[config.mk]
export PLATFORM = sky130hd
export DESIGN_NAME = value_stack_with_sort_core
export DESIGN_NICKNAME = d
export VERILOG_FILES = /design/src/rtl/vss_pkg.sv /design/src/rtl/vss_ram.sv /design/src/rtl/value_stack_with_sort_core.sv
export SDC_FILE = /design/constraint.sdc
export NUM_CORES = 2
export LEC_CHECK = 0
export ABC_AREA = 1
export BUFFER_PORTS_ARGS = -buffer_cell sky130_fd_sc_hd__buf_2
export CAP_MARGIN = 20
export CORE_ASPECT_RATIO = 1.25
export CORE_MARGIN = 4
export CORE_UTILIZATION = 50
export DETAILED_ROUTE_END_ITERATION = 8
export MAX_ROUTING_LAYER = met4
export PLACE_DENSITY = 0.65
export SYNTH_ARGS = -nofsm -noshare
export SYNTH_HDL_FRONTEND = slang
export SYNTH_SLANG_ARGS = --single-unit
[constraint.sdc]
create_clock -name i_clk -period 6.6 [get_ports i_clk]
set_input_delay 0.33 -clock i_clk [delete_from_list [all_inputs] [get_ports i_clk]]
set_output_delay 0.33 -clock i_clk [all_outputs]
set_load 0.02 [all_outputs]
[src/rtl/vss_pkg.sv]
`timescale 1ns / 1ps

package vss_pkg;

    localparam int DATA_W = 32;
    localparam int CMD_W  = 3;
    localparam int STAT_W = 2;
    localparam int CNT_W  = 7;

    typedef enum logic [CMD_W-1:0] {
        CMD_PUSH  = 3'd0,
        CMD_POP   = 3'd1,
        CMD_PEEK  = 3'd2,
        CMD_DUP   = 3'd3,
        CMD_SWAP  = 3'd4,
        CMD_CLEAR = 3'd5,
        CMD_SORT  = 3'd6,
        CMD_DUMP  = 3'd7
    } t_cmd;

    typedef enum logic [STAT_W-1:0] {
        ST_OK    = 2'd0,
        ST_EMPTY = 2'd1,
        ST_FULL  = 2'd2,
        ST_FEW   = 2'd3
    } t_status;

endpackage

[src/rtl/vss_ram.sv]
`timescale 1ns / 1ps

// Entry store: one write port, one read port, registered read data.
module vss_ram
    import vss_pkg::*;
#(
    parameter int DEPTH = 64,
    localparam int AW = (DEPTH > 1) ? $clog2(DEPTH) : 1
) (
    input  logic              i_clk,
    input  logic              i_we,
    input  logic [AW-1:0]     i_waddr,
    input  logic [DATA_W-1:0] i_wdata,
    input  logic              i_re,
    input  logic [AW-1:0]     i_raddr,
    output logic [DATA_W-1:0] o_rdata
);

    logic [DATA_W-1:0] r_mem [DEPTH];
    logic [DATA_W-1:0] r_rdata;

    always_ff @(posedge i_clk) begin
        if (i_we) begin
            r_mem[i_waddr] <= i_wdata;
        end
    end

    always_ff @(posedge i_clk) begin
        if (i_re) begin
            r_rdata <= r_mem[i_raddr];
        end
    end

    assign o_rdata = r_rdata;

endmodule

[src/rtl/value_stack_with_sort_core.sv]
`timescale 1ns / 1ps

// Channel      | Handshake                 | Payload
// -------------+---------------------------+------------------------------------------
// command in   | start (accepted, !busy)   | i_command, i_push_value
// result out   | o_valid, one cycle each   | o_value, o_status, o_entry_count, o_last
//
// Steps: push and clear answer from the execute state; pop, peek and
// duplicate after one RAM read; swap after reading top and second and
// writing both back. Dump shows the bottom entry first, then one per cycle
// up to the top. Sort is insertion sort over the single-port-read entry RAM
// with one signed comparator; its worst case is a reversed stack.
// Reset: synchronous, active low; clears the sequencer and the fill count.
// The entry RAM is not cleared; only entries below the fill count are read.
// Stalls: the receiver cannot stall; busy is high from acceptance until the
// final result of the transaction is registered on the outputs.
module value_stack_with_sort_core
    import vss_pkg::*;
#(
    parameter int DEPTH = 64
) (
    input  logic                     i_clk,
    input  logic                     i_rst_n,
    input  logic                     start,
    output logic                     busy,
    input  logic [CMD_W-1:0]         i_command,
    input  logic signed [DATA_W-1:0] i_push_value,
    output logic                     o_valid,
    output logic signed [DATA_W-1:0] o_value,
    output logic [STAT_W-1:0]        o_status,
    output logic [CNT_W-1:0]         o_entry_count,
    output logic                     o_last
);

    localparam int AW = (DEPTH > 1) ? $clog2(DEPTH) : 1;
    localparam int CW = $clog2(DEPTH + 1);

    // Sequencer states, one-hot
    typedef enum logic [10:0] {
        S_IDLE  = 11'b000_0000_0001,
        S_EXEC  = 11'b000_0000_0010,
        S_RDW   = 11'b000_0000_0100,  // pop / peek / dup read data back
        S_SW2   = 11'b000_0000_1000,  // swap: hold top, read second
        S_SW3   = 11'b000_0001_0000,  // swap: second -> top slot
        S_SW4   = 11'b000_0010_0000,  // swap: top -> second slot
        S_SOKEY = 11'b000_0100_0000,  // sort: fetch next key
        S_SOKW  = 11'b000_1000_0000,  // sort: latch key
        S_SOCMP = 11'b001_0000_0000,  // sort: compare and shift
        S_SOPUT = 11'b010_0000_0000,  // sort: key lands at slot zero
        S_DUMP  = 11'b100_0000_0000
    } t_state;

    t_state              r_state, n_state;
    t_cmd                r_cmd, n_cmd;
    logic [DATA_W-1:0]   r_pv, n_pv;
    logic [CW-1:0]       r_cnt, n_cnt;
    logic [CW-1:0]       r_i, n_i;
    logic [CW-1:0]       r_j, n_j;
    logic [DATA_W-1:0]   r_key, n_key;

    logic                r_out_valid;
    logic [DATA_W-1:0]   r_out_value;
    t_status             r_out_status;
    logic [CW-1:0]       r_out_cnt;
    logic                r_out_last;

    // result emitted this cycle
    logic                e_valid;
    logic [DATA_W-1:0]   e_value;
    t_status             e_status;
    logic                e_last;

    // RAM access
    logic                ram_we, ram_re;
    logic [AW-1:0]       ram_waddr, ram_raddr;
    logic [DATA_W-1:0]   ram_wdata, ram_rdata;

    logic                cnt_full, cnt_empty, key_less;
    logic [CW-1:0]       cnt_m1, cnt_m2, j_m1, j_m2;

    vss_ram #(
        .DEPTH (DEPTH)
    ) u_ram (
        .i_clk   (i_clk),
        .i_we    (ram_we),
        .i_waddr (ram_waddr),
        .i_wdata (ram_wdata),
        .i_re    (ram_re),
        .i_raddr (ram_raddr),
        .o_rdata (ram_rdata)
    );

    assign cnt_full  = (r_cnt == CW'(DEPTH));
    assign cnt_empty = (r_cnt == '0);
    assign cnt_m1    = r_cnt - CW'(1);
    assign cnt_m2    = r_cnt - CW'(2);
    assign j_m1      = r_j - CW'(1);
    assign j_m2      = r_j - CW'(2);

    // The one shared compare: stored entry above the key moves up a slot.
    assign key_less  = ($signed(ram_rdata) > $signed(r_key));

    always_comb begin
        n_state   = r_state;
        n_cmd     = r_cmd;
        n_pv      = r_pv;
        n_cnt     = r_cnt;
        n_i       = r_i;
        n_j       = r_j;
        n_key     = r_key;
        e_valid   = 1'b0;
        e_value   = '0;
        e_status  = ST_OK;
        e_last    = 1'b1;
        ram_we    = 1'b0;
        ram_waddr = '0;
        ram_wdata = r_key;
        ram_re    = 1'b0;
        ram_raddr = '0;

        unique case (r_state)
            S_IDLE: begin
                if (start) begin
                    n_cmd   = t_cmd'(i_command);
                    n_pv    = i_push_value;
                    n_state = S_EXEC;
                end
            end

            S_EXEC: begin
                unique case (r_cmd)
                    CMD_PUSH: begin
                        e_valid = 1'b1;
                        n_state = S_IDLE;
                        if (cnt_full) begin
                            e_status = ST_FULL;
                        end else begin
                            ram_we    = 1'b1;
                            ram_waddr = r_cnt[AW-1:0];
                            ram_wdata = r_pv;
                            n_cnt     = r_cnt + CW'(1);
                        end
                    end
                    CMD_POP, CMD_PEEK: begin
                        if (cnt_empty) begin
                            e_valid  = 1'b1;
                            e_status = ST_EMPTY;
                            n_state  = S_IDLE;
                        end else begin
                            ram_re    = 1'b1;
                            ram_raddr = cnt_m1[AW-1:0];
                            n_state   = S_RDW;
                        end
                    end
                    CMD_DUP: begin
                        if (cnt_empty) begin
                            e_valid  = 1'b1;
                            e_status = ST_EMPTY;
                            n_state  = S_IDLE;
                        end else if (cnt_full) begin
                            e_valid  = 1'b1;
                            e_status = ST_FULL;
                            n_state  = S_IDLE;
                        end else begin
                            ram_re    = 1'b1;
                            ram_raddr = cnt_m1[AW-1:0];
                            n_state   = S_RDW;
                        end
                    end
                    CMD_SWAP: begin
                        if (r_cnt < CW'(2)) begin
                            e_valid  = 1'b1;
                            e_status = ST_FEW;
                            n_state  = S_IDLE;
                        end else begin
                            ram_re    = 1'b1;
                            ram_raddr = cnt_m1[AW-1:0];
                            n_state   = S_SW2;
                        end
                    end
                    CMD_CLEAR: begin
                        n_cnt   = '0;
                        e_valid = 1'b1;
                        n_state = S_IDLE;
                    end
                    CMD_SORT: begin
                        n_i     = CW'(1);
                        n_state = S_SOKEY;
                    end
                    CMD_DUMP: begin
                        if (cnt_empty) begin
                            e_valid  = 1'b1;
                            e_status = ST_EMPTY;
                            n_state  = S_IDLE;
                        end else begin
                            ram_re    = 1'b1;
                            ram_raddr = '0;
                            n_i       = CW'(1);
                            n_state   = S_DUMP;
                        end
                    end
                    default: n_state = S_IDLE;
                endcase
            end

            S_RDW: begin
                e_valid = 1'b1;
                n_state = S_IDLE;
                priority if (r_cmd == CMD_POP) begin
                    e_value = ram_rdata;
                    n_cnt   = cnt_m1;
                end else if (r_cmd == CMD_PEEK) begin
                    e_value = ram_rdata;
                end else begin
                    // duplicate
                    ram_we    = 1'b1;
                    ram_waddr = r_cnt[AW-1:0];
                    ram_wdata = ram_rdata;
                    n_cnt     = r_cnt + CW'(1);
                end
            end

            S_SW2: begin
                n_key     = ram_rdata;
                ram_re    = 1'b1;
                ram_raddr = cnt_m2[AW-1:0];
                n_state   = S_SW3;
            end

            S_SW3: begin
                ram_we    = 1'b1;
                ram_waddr = cnt_m1[AW-1:0];
                ram_wdata = ram_rdata;
                n_state   = S_SW4;
            end

            S_SW4: begin
                ram_we    = 1'b1;
                ram_waddr = cnt_m2[AW-1:0];
                ram_wdata = r_key;
                e_valid   = 1'b1;
                n_state   = S_IDLE;
            end

            S_SOKEY: begin
                if (r_i >= r_cnt) begin
                    e_valid = 1'b1;
                    n_state = S_IDLE;
                end else begin
                    ram_re    = 1'b1;
                    ram_raddr = r_i[AW-1:0];
                    n_j       = r_i;
                    n_state   = S_SOKW;
                end
            end

            S_SOKW: begin
                n_key     = ram_rdata;
                ram_re    = 1'b1;
                ram_raddr = j_m1[AW-1:0];
                n_state   = S_SOCMP;
            end

            S_SOCMP: begin
                ram_we    = 1'b1;
                ram_waddr = r_j[AW-1:0];
                if (key_less) begin
                    // shift entry up, look one slot lower
                    ram_wdata = ram_rdata;
                    n_j       = j_m1;
                    if (j_m1 == '0) begin
                        n_state = S_SOPUT;
                    end else begin
                        ram_re    = 1'b1;
                        ram_raddr = j_m2[AW-1:0];
                    end
                end else begin
                    ram_wdata = r_key;
                    n_i       = r_i + CW'(1);
                    n_state   = S_SOKEY;
                end
            end

            S_SOPUT: begin
                ram_we    = 1'b1;
                ram_waddr = r_j[AW-1:0];
                ram_wdata = r_key;
                n_i       = r_i + CW'(1);
                n_state   = S_SOKEY;
            end

            S_DUMP: begin
                e_valid = 1'b1;
                e_value = ram_rdata;
                e_last  = (r_i == r_cnt);
                if (r_i == r_cnt) begin
                    n_state = S_IDLE;
                end else begin
                    ram_re    = 1'b1;
                    ram_raddr = r_i[AW-1:0];
                    n_i       = r_i + CW'(1);
                end
            end

            default: n_state = S_IDLE;
        endcase
    end

    always_ff @(posedge i_clk) begin
        if (!i_rst_n) begin
            r_state     <= S_IDLE;
            r_cnt       <= '0;
            r_out_valid <= 1'b0;
        end else begin
            r_state     <= n_state;
            r_cnt       <= n_cnt;
            r_out_valid <= e_valid;
        end
    end

    always_ff @(posedge i_clk) begin
        r_cmd <= n_cmd;
        r_pv  <= n_pv;
        r_i   <= n_i;
        r_j   <= n_j;
        r_key <= n_key;
        if (e_valid) begin
            r_out_value  <= e_value;
            r_out_status <= e_status;
            r_out_cnt    <= n_cnt;
            r_out_last   <= e_last;
        end
    end

    assign busy          = (r_state != S_IDLE);
    assign o_valid       = r_out_valid;
    assign o_value       = r_out_value;
    assign o_status      = r_out_status;
    assign o_entry_count = CNT_W'(r_out_cnt);
    assign o_last        = r_out_last;

    // Fill count never passes the stack depth.
    a_cnt_bound: assert property (@(posedge i_clk) disable iff (!i_rst_n)
        r_cnt <= CW'(DEPTH))
        else $error("fill count above depth");

    // An accepted command always occupies the sequencer next cycle.
    a_accept_busy: assert property (@(posedge i_clk) disable iff (!i_rst_n)
        (start && !busy) |=> busy)
        else $error("command accepted but sequencer idle");

    // The final result of a transaction leaves the sequencer idle.
    a_last_idle: assert property (@(posedge i_clk) disable iff (!i_rst_n)
        (o_valid && o_last) |-> !busy)
        else $error("final result while still busy");

    // More dump results are still coming while a non-final one is shown.
    a_mid_busy: assert property (@(posedge i_clk) disable iff (!i_rst_n)
        (o_valid && !o_last) |-> busy)
        else $error("non-final result with idle sequencer");

    // Sorting never changes the fill count.
    a_sort_cnt: assert property (@(posedge i_clk) disable iff (!i_rst_n)
        (r_state == S_SOCMP) |=> $stable(r_cnt))
        else $error("fill count changed during sort");

endmodule

After elaboration in Yosys (flattened, before gate mapping)
Memories as Yosys holds them, arrays and structs flattened. A register that Yosys moved wholly into a read port is not among the register bits. Cells that the tools add are included.

Register bits after elaboration: 142. Memory bits (writable): 2048. Output and inout bits: 44. Word-level logic and storage cells: 145. Memories: 1.

Memory list: u_ram.r_mem (words 64, width 32, read ports 1, clocked after Yosys merged registers in 1, wr ports 1, line vss_ram.sv:19) `logic [DATA_W-1:0] r_mem [DEPTH];`.

$add $sub $neg: 6. Order comparisons: 3. Equality and inequality tests: 30. Mux-type cells: 77. Reductions and logical operators: 16.

Operator list (number): $mux 32 (7); $pmux 32 s4 (1); $pmux 11 s9 (1); $mux 6 (12); $pmux 11 s6 (1); $pmux 32 s2 (1); $mux 7 (8); $pmux 7 s2 (4); $mux 11 (5); $pmux 6 s6 (1); $gt 32x32->1 (1); $pmux 6 s5 (1); $pmux 7 s4 (1); $mux 1 (19); $pmux 6 s3 (1); $add 7x1->7 const B (2); $logic_not 7->1 (2); $sub 7x1->7 const B (2); $eq 3x3->1 const B (4); $ne 2x2->1 const B (6); $sub 6x2->6 const B (2); $eq 11x1->1 const B (1); $eq 11x10->1 const B (1); $eq 11x11->1 const B (1); other kinds (34) (47).

Logic depth before layout (Yosys ltp)
Depth after elaboration: 6. Gate-level depth with buffers: 29.

Cells and area by module
A second synthesis with hierarchy kept.

Cells, all modules: 8070. Area total of the unflattened synthesis: 92986.7 µm².

By module, submodules not included: vss_ram (times used 1, cells each 6785, area each 83106.0 µm²); value_stack_with_sort_core (times used 1, cells each 1285, area each 9880.7 µm²).

Worst setup path before layout
No wires, ideal clock.

Kind: register to register. Start: reg u_ram.r_rdata[31] (netlist: u_ram.o_rdata[31]) (read register of u_ram.r_mem). End: mem u_ram.r_mem[0][0], data pin. Setup time: 702 ps. Data arrival time: 4403 ps. Data required time: 5898 ps. Setup slack: 1496 ps. Stages on the path, launching flop included: 13. Path buffers: 0. Cells stage by stage: edfxtp_1 > ha_1 > nand2_1 > nor3_1 > and3_1 > nand2_1 > nand3_1 > nand3_1 > nor2_2 > inv_2 > nand2_1 > a221oi_1 > o21ai_0.

Word-level cells in the longest chain between the ends: 3.

RTL lines: start, declared (line vss_ram.sv:20) `logic [DATA_W-1:0] r_rdata;`; $gt 32x32->1 (line value_stack_with_sort_core.sv:101) `assign key_less = ($signed(ram_rdata) > $signed(r_key));`; $mux 32 (line value_stack_with_sort_core.sv:267) `if (key_less) begin`; $pmux 32 s4 (line value_stack_with_sort_core.sv:121) `unique case (r_state)`; named net ram_wdata[0] (line value_stack_with_sort_core.sv:76) `logic [DATA_W-1:0] ram_wdata, ram_rdata;`; end, declared (line vss_ram.sv:19).

The timed path passes the listed nets, and every way through them passes these cells.

Worst setup path after layout
Start: reg r_cnt[2]. End: reg u_ram.r_rdata[13] (netlist: u_ram.o_rdata[13]) (read register of u_ram.r_mem), data pin.

Word-level cells in the longest chain between the ends: 5.

RTL lines: start, declared (line value_stack_with_sort_core.sv:56) `logic [CW-1:0] r_cnt, n_cnt;`; start signal, assigned (line value_stack_with_sort_core.sv:316) `r_cnt <= n_cnt;`; $sub 7x1->7 / $eq 7x7->1 (equally long branches) (line value_stack_with_sort_core.sv:95, value_stack_with_sort_core.sv:93); $mux 6 / $mux 1 (equally long branches) (line value_stack_with_sort_core.sv:160) `end else if (cnt_full) begin`; $mux 6 / $mux 1 (equally long branches) (line value_stack_with_sort_core.sv:156) `if (cnt_empty) begin`; $pmux 6 s3 / $pmux 1 s3 (equally long branches) (line value_stack_with_sort_core.sv:131) `unique case (r_cmd)`; $pmux 6 s6 / $pmux 1 s5 (equally long branches) (line value_stack_with_sort_core.sv:121).

Parallel ways exist; a longest one is shown, timed or not. A chain may end at the register's enable or synchronous reset.

==> results by group <==
Timing
  – Final Hold Fails: 0
  – TNS Setup: 0 ns
  – Endpoints failing setup: 0
  – Final Max Tran Viols: 0
  – Hold Slack: between 0.15 and 0.2 ns
  – Slew HR: 0.162
  – Least-Margin Pin Slew: between 1 and 1.5 ns
  – Setup Skew: between 0.05 and 0.06 ns
  – Final period utilization: 0.907
  – Unrepaired setup endpoints after global routing: false
  – Tmin final: roughly 6.0 ns
  – Max Freq: 167 MHz

Logic synthesis
  – Yosys Warn Count: 0
  – Post-Syn Instances: roughly 9000
  – Post-synth top flop: edfxtp_1
  – Syn Nets: a little under 9000
  – Post-synth top cells: 3010 x nand2_1, 2203 x edfxtp_1, 1189 x nand3_1
  – Top-area cell type share of the netlist area: 0.684
  – Sequential share of the synthesized area: 0.688
  – Synth Register Bits: 2222
  – Yosys cell types: 57
  – Count of flip-flops with a built-in enable after synthesis: 2203
  – Ys async rst share: 0
  – Avg Cell Area, Syn: between 10 and 15 um^2
  – Top cells by area, synth: edfxtp_1 68%, nand2_1 12%, nand3_1 6.2%, nand4_1 3.9%, inv_1 1.7%
  – Cell Area, Synth: 96700 um^2
  – Most common cell in the netlist: nand2_1
  – Post-synth top area cell: edfxtp_1

Clock tree
  – CTS Buf Count: 208
  – Clk buf depth: 3
  – CTS tree: yes
  – Clk root buf: clkbuf_16
  – H-tree levels: 4
  – CTS sink cnt: 2222
  – CTS clk-pin slew, worst paths: 0.06 ns
  – # resized after CTS: 0
  – Worst skew pair latency: between 0.8 and 0.9 ns

Cells and area
  – Area growth syn-to-layout: 11.4%
  – Layout cells sized above 1: 0.0871
  – Final Net Count: between 8000 and 9000

Pwr
  – Leak: ~40 nW
  – P per Cell Area: ~320 nW/um^2
  – Max IR drop VDD: 0.272 mV

GRT
  – Vias in the first global route: between 60000 and 70000
  – First-pass GRT wire length: ~460000 um
  – Largest net degree at the start of global routing: roughly 170
  – Total GRT Usage: 0.322
  – Grt total ovfl: 0
  – Antenna violations before repair: 17

Setup path
  – Worst path max stage delay: 0.56 ns
  – R2r setup slk: between 0.6 and 0.7 ns
  – Startpoint types: flip-flop
  – Reg2Reg Depth: 21
  – Arr. time, crit path: 6.71 ns
  – Worst r2r dst: u_ram.o_rdata[13]
  – Worst r2r src: r_cnt[2]
  – Critical Path RT: ~7.3 ns
  – Critical Path Sink Type: flip-flop
  – Critical path's slowest cell: dfxtp_1
  – Crit path max fanout: between 100 and 150
  – Crit path kind: flip-flop to flip-flop
  – CP cell instances: inv_1 -> ha_1 -> a21oi_1 -> o21ai_0 -> a21oi_1 -> nand3_2 -> o22ai_1 -> inv_8 -> nand3_4 -> buf_12 -> buf_12 -> nand2_1 -> nand2_1 -> nand2_1 -> nand2_1 -> nand2_1 -> nand3_1 -> nand3_1 -> nand2_1 -> nand2_1 -> nand2_1
  – Most frequent CP cell: nand2_1

Route
  – Final wirelength: about 320000 um
  – Via density: between 6 and 7
  – WL/cell: between 20 and 30 um
  – Total number of vias: roughly 71000
  – Remaining antenna violation count: 0
  – Initial DRC Count: around 10000
  – Drt drc: 0
  – First drt pass iteration count: 8

Die
  – Row Count: 180
  – Starting Density: 0.503
  – Die Area: roughly 200000 um^2
  – Die height: 500 um
  – Core area: approximately 190000 um^2
  – Die width: roughly 400 um
  – Ports: 82

Worst hold path
  – Worst Min Path Start: i_push_value[20]
  – Worst min path class: primary input to flip-flop
  – Hold endpoint: r_pv[20]
  – Hold Crit Depth: 2

Placement
  – Placer Congestion: 0.958
  – Post-DP HPWL: 180000 um
  – Port Buf Inserts: about 80

Flow run
  – Max-cap violations: 0

Run status
  – Status: finished clean
## routing by layer
layer	GRT usage	share of wire	wire length (um)
met5	-	0	0
met4	0.180	0.065	21000
met3	0.0730	0.12	38500
met2	0.468	0.44	143000
met1	0.421	0.37	120000
## placed cells by master (no fill, tap or decap), types with 52 or more instances in the layout
cell and n:
inv_1 441, nor2_4 71, buf_4 180, o21ai_1 192, ha_1 52, nand2_1 3006, nor2_1 141, buf_2 81
nand3_1 1186, nand4_1 595, clkbuf_16 212, edfxtp_1 2203
## cell families (layout without fill, tap and decap cells)
| group | count (synthesis) | count (layout) | share of synthesized area |
|---|---|---|---|
| DFF | 2222 | 2222 | 0.688 |
| buffers and inverters | 1063 | 1196 | 0.0498 |
| and+or+nand+nor | 5073 | 5073 | 0.230 |
| AOI/OAI and AO/OA | 391 | 391 | 0.0234 |
| other | 0 | 7 | 0 |
| adders and majority gates | 52 | 52 | 0.00673 |
| xor gates and xnor gates | 19 | 19 | 0.00172 |
## critical path, delay by kind of cell (launching register included)
kind / cells / cell delay, ns
buffers and inverters: 4 / 1.42
DFF: 1 / 0.56
AOI/OAI and AO/OA: 4 / 1.06
adders and majority gates: 1 / 0.36
and+or+nand+nor: 12 / 2.12
## stage by stage
step           instances  total power [W]  setup slack (ns)  cell area (um^2)  utilization
3_5_place_dp       11100           0.0227             0.755            101000        0.523
2_1_floorplan       8820           0.0199              1.50             96700            -
4_1_cts            11500           0.0343             0.723            108000        0.559
5_1_grt            11500           0.0354             0.346            108000        0.560
6_report           11500           0.0344             0.612            108000        0.560
3_3_place_gp       11100           0.0226             0.726            101000        0.523
## power breakdown
| part | switching (W) | total, W | internal (W) |
|---|---|---|---|
| combinational | 0.00467 | 0.00588 | 0.00121 |
| sequential | 0.000132 | 0.0167 | 0.0166 |
| clock | 0.00530 | 0.0118 | 0.00650 |
## how the worst max path moves through the flow
| stage | from | to | slack, ns | cells after the start |
|---|---|---|---|---|
| after CTS | r_cnt[2] | u_ram.o_rdata[13] | 0.72 | 21 |
| after detailed placement | r_cnt[2] | u_ram.o_rdata[13] | 0.76 | 21 |
| after global routing | r_cnt[2] | u_ram.o_rdata[13] | 0.35 | 21 |
| after floorplan | u_ram.o_rdata[31] | u_ram.r_mem[0][0] | 1.50 | 12 |
| final | r_cnt[2] | u_ram.o_rdata[13] | 0.61 | 21 |
| after global placement | r_cnt[2] | u_ram.o_rdata[8] | 0.73 | 21 |
## flip-flops by register name, summed over array words and instances (netlist names)
name           flops
u_ram.r_mem     2048
o_value           32
r_key             32
r_pv              32
u_ram.o_rdata     32
r_state           11
o_entry_count      7
r_cnt              7
r_i                7
r_j                7
r_cmd              3
o_status           2
o_last             1
o_valid            1
## layout make-up
cell class / count / area (um^2)
Timing Repair Buffer: 353 / 3240
Antenna cell: 7 / 17.5
Clock buffer: 253 / 5460
Multi-Input combinational cell: 5535 / 26400
Tap cell: 2548 / 3190
Inverter: 464 / 1760
Sequential cell: 2222 / 66500
Clock inverter: 126 / 1120
Fill cell: 15800 / 84700
## repair_timing
item                      4_1_cts  5_1_grt
hold buffers                   38        0
hold endpoints to repair       42        0
buffers inserted                0        0
(Power assumes the default switching activity.)
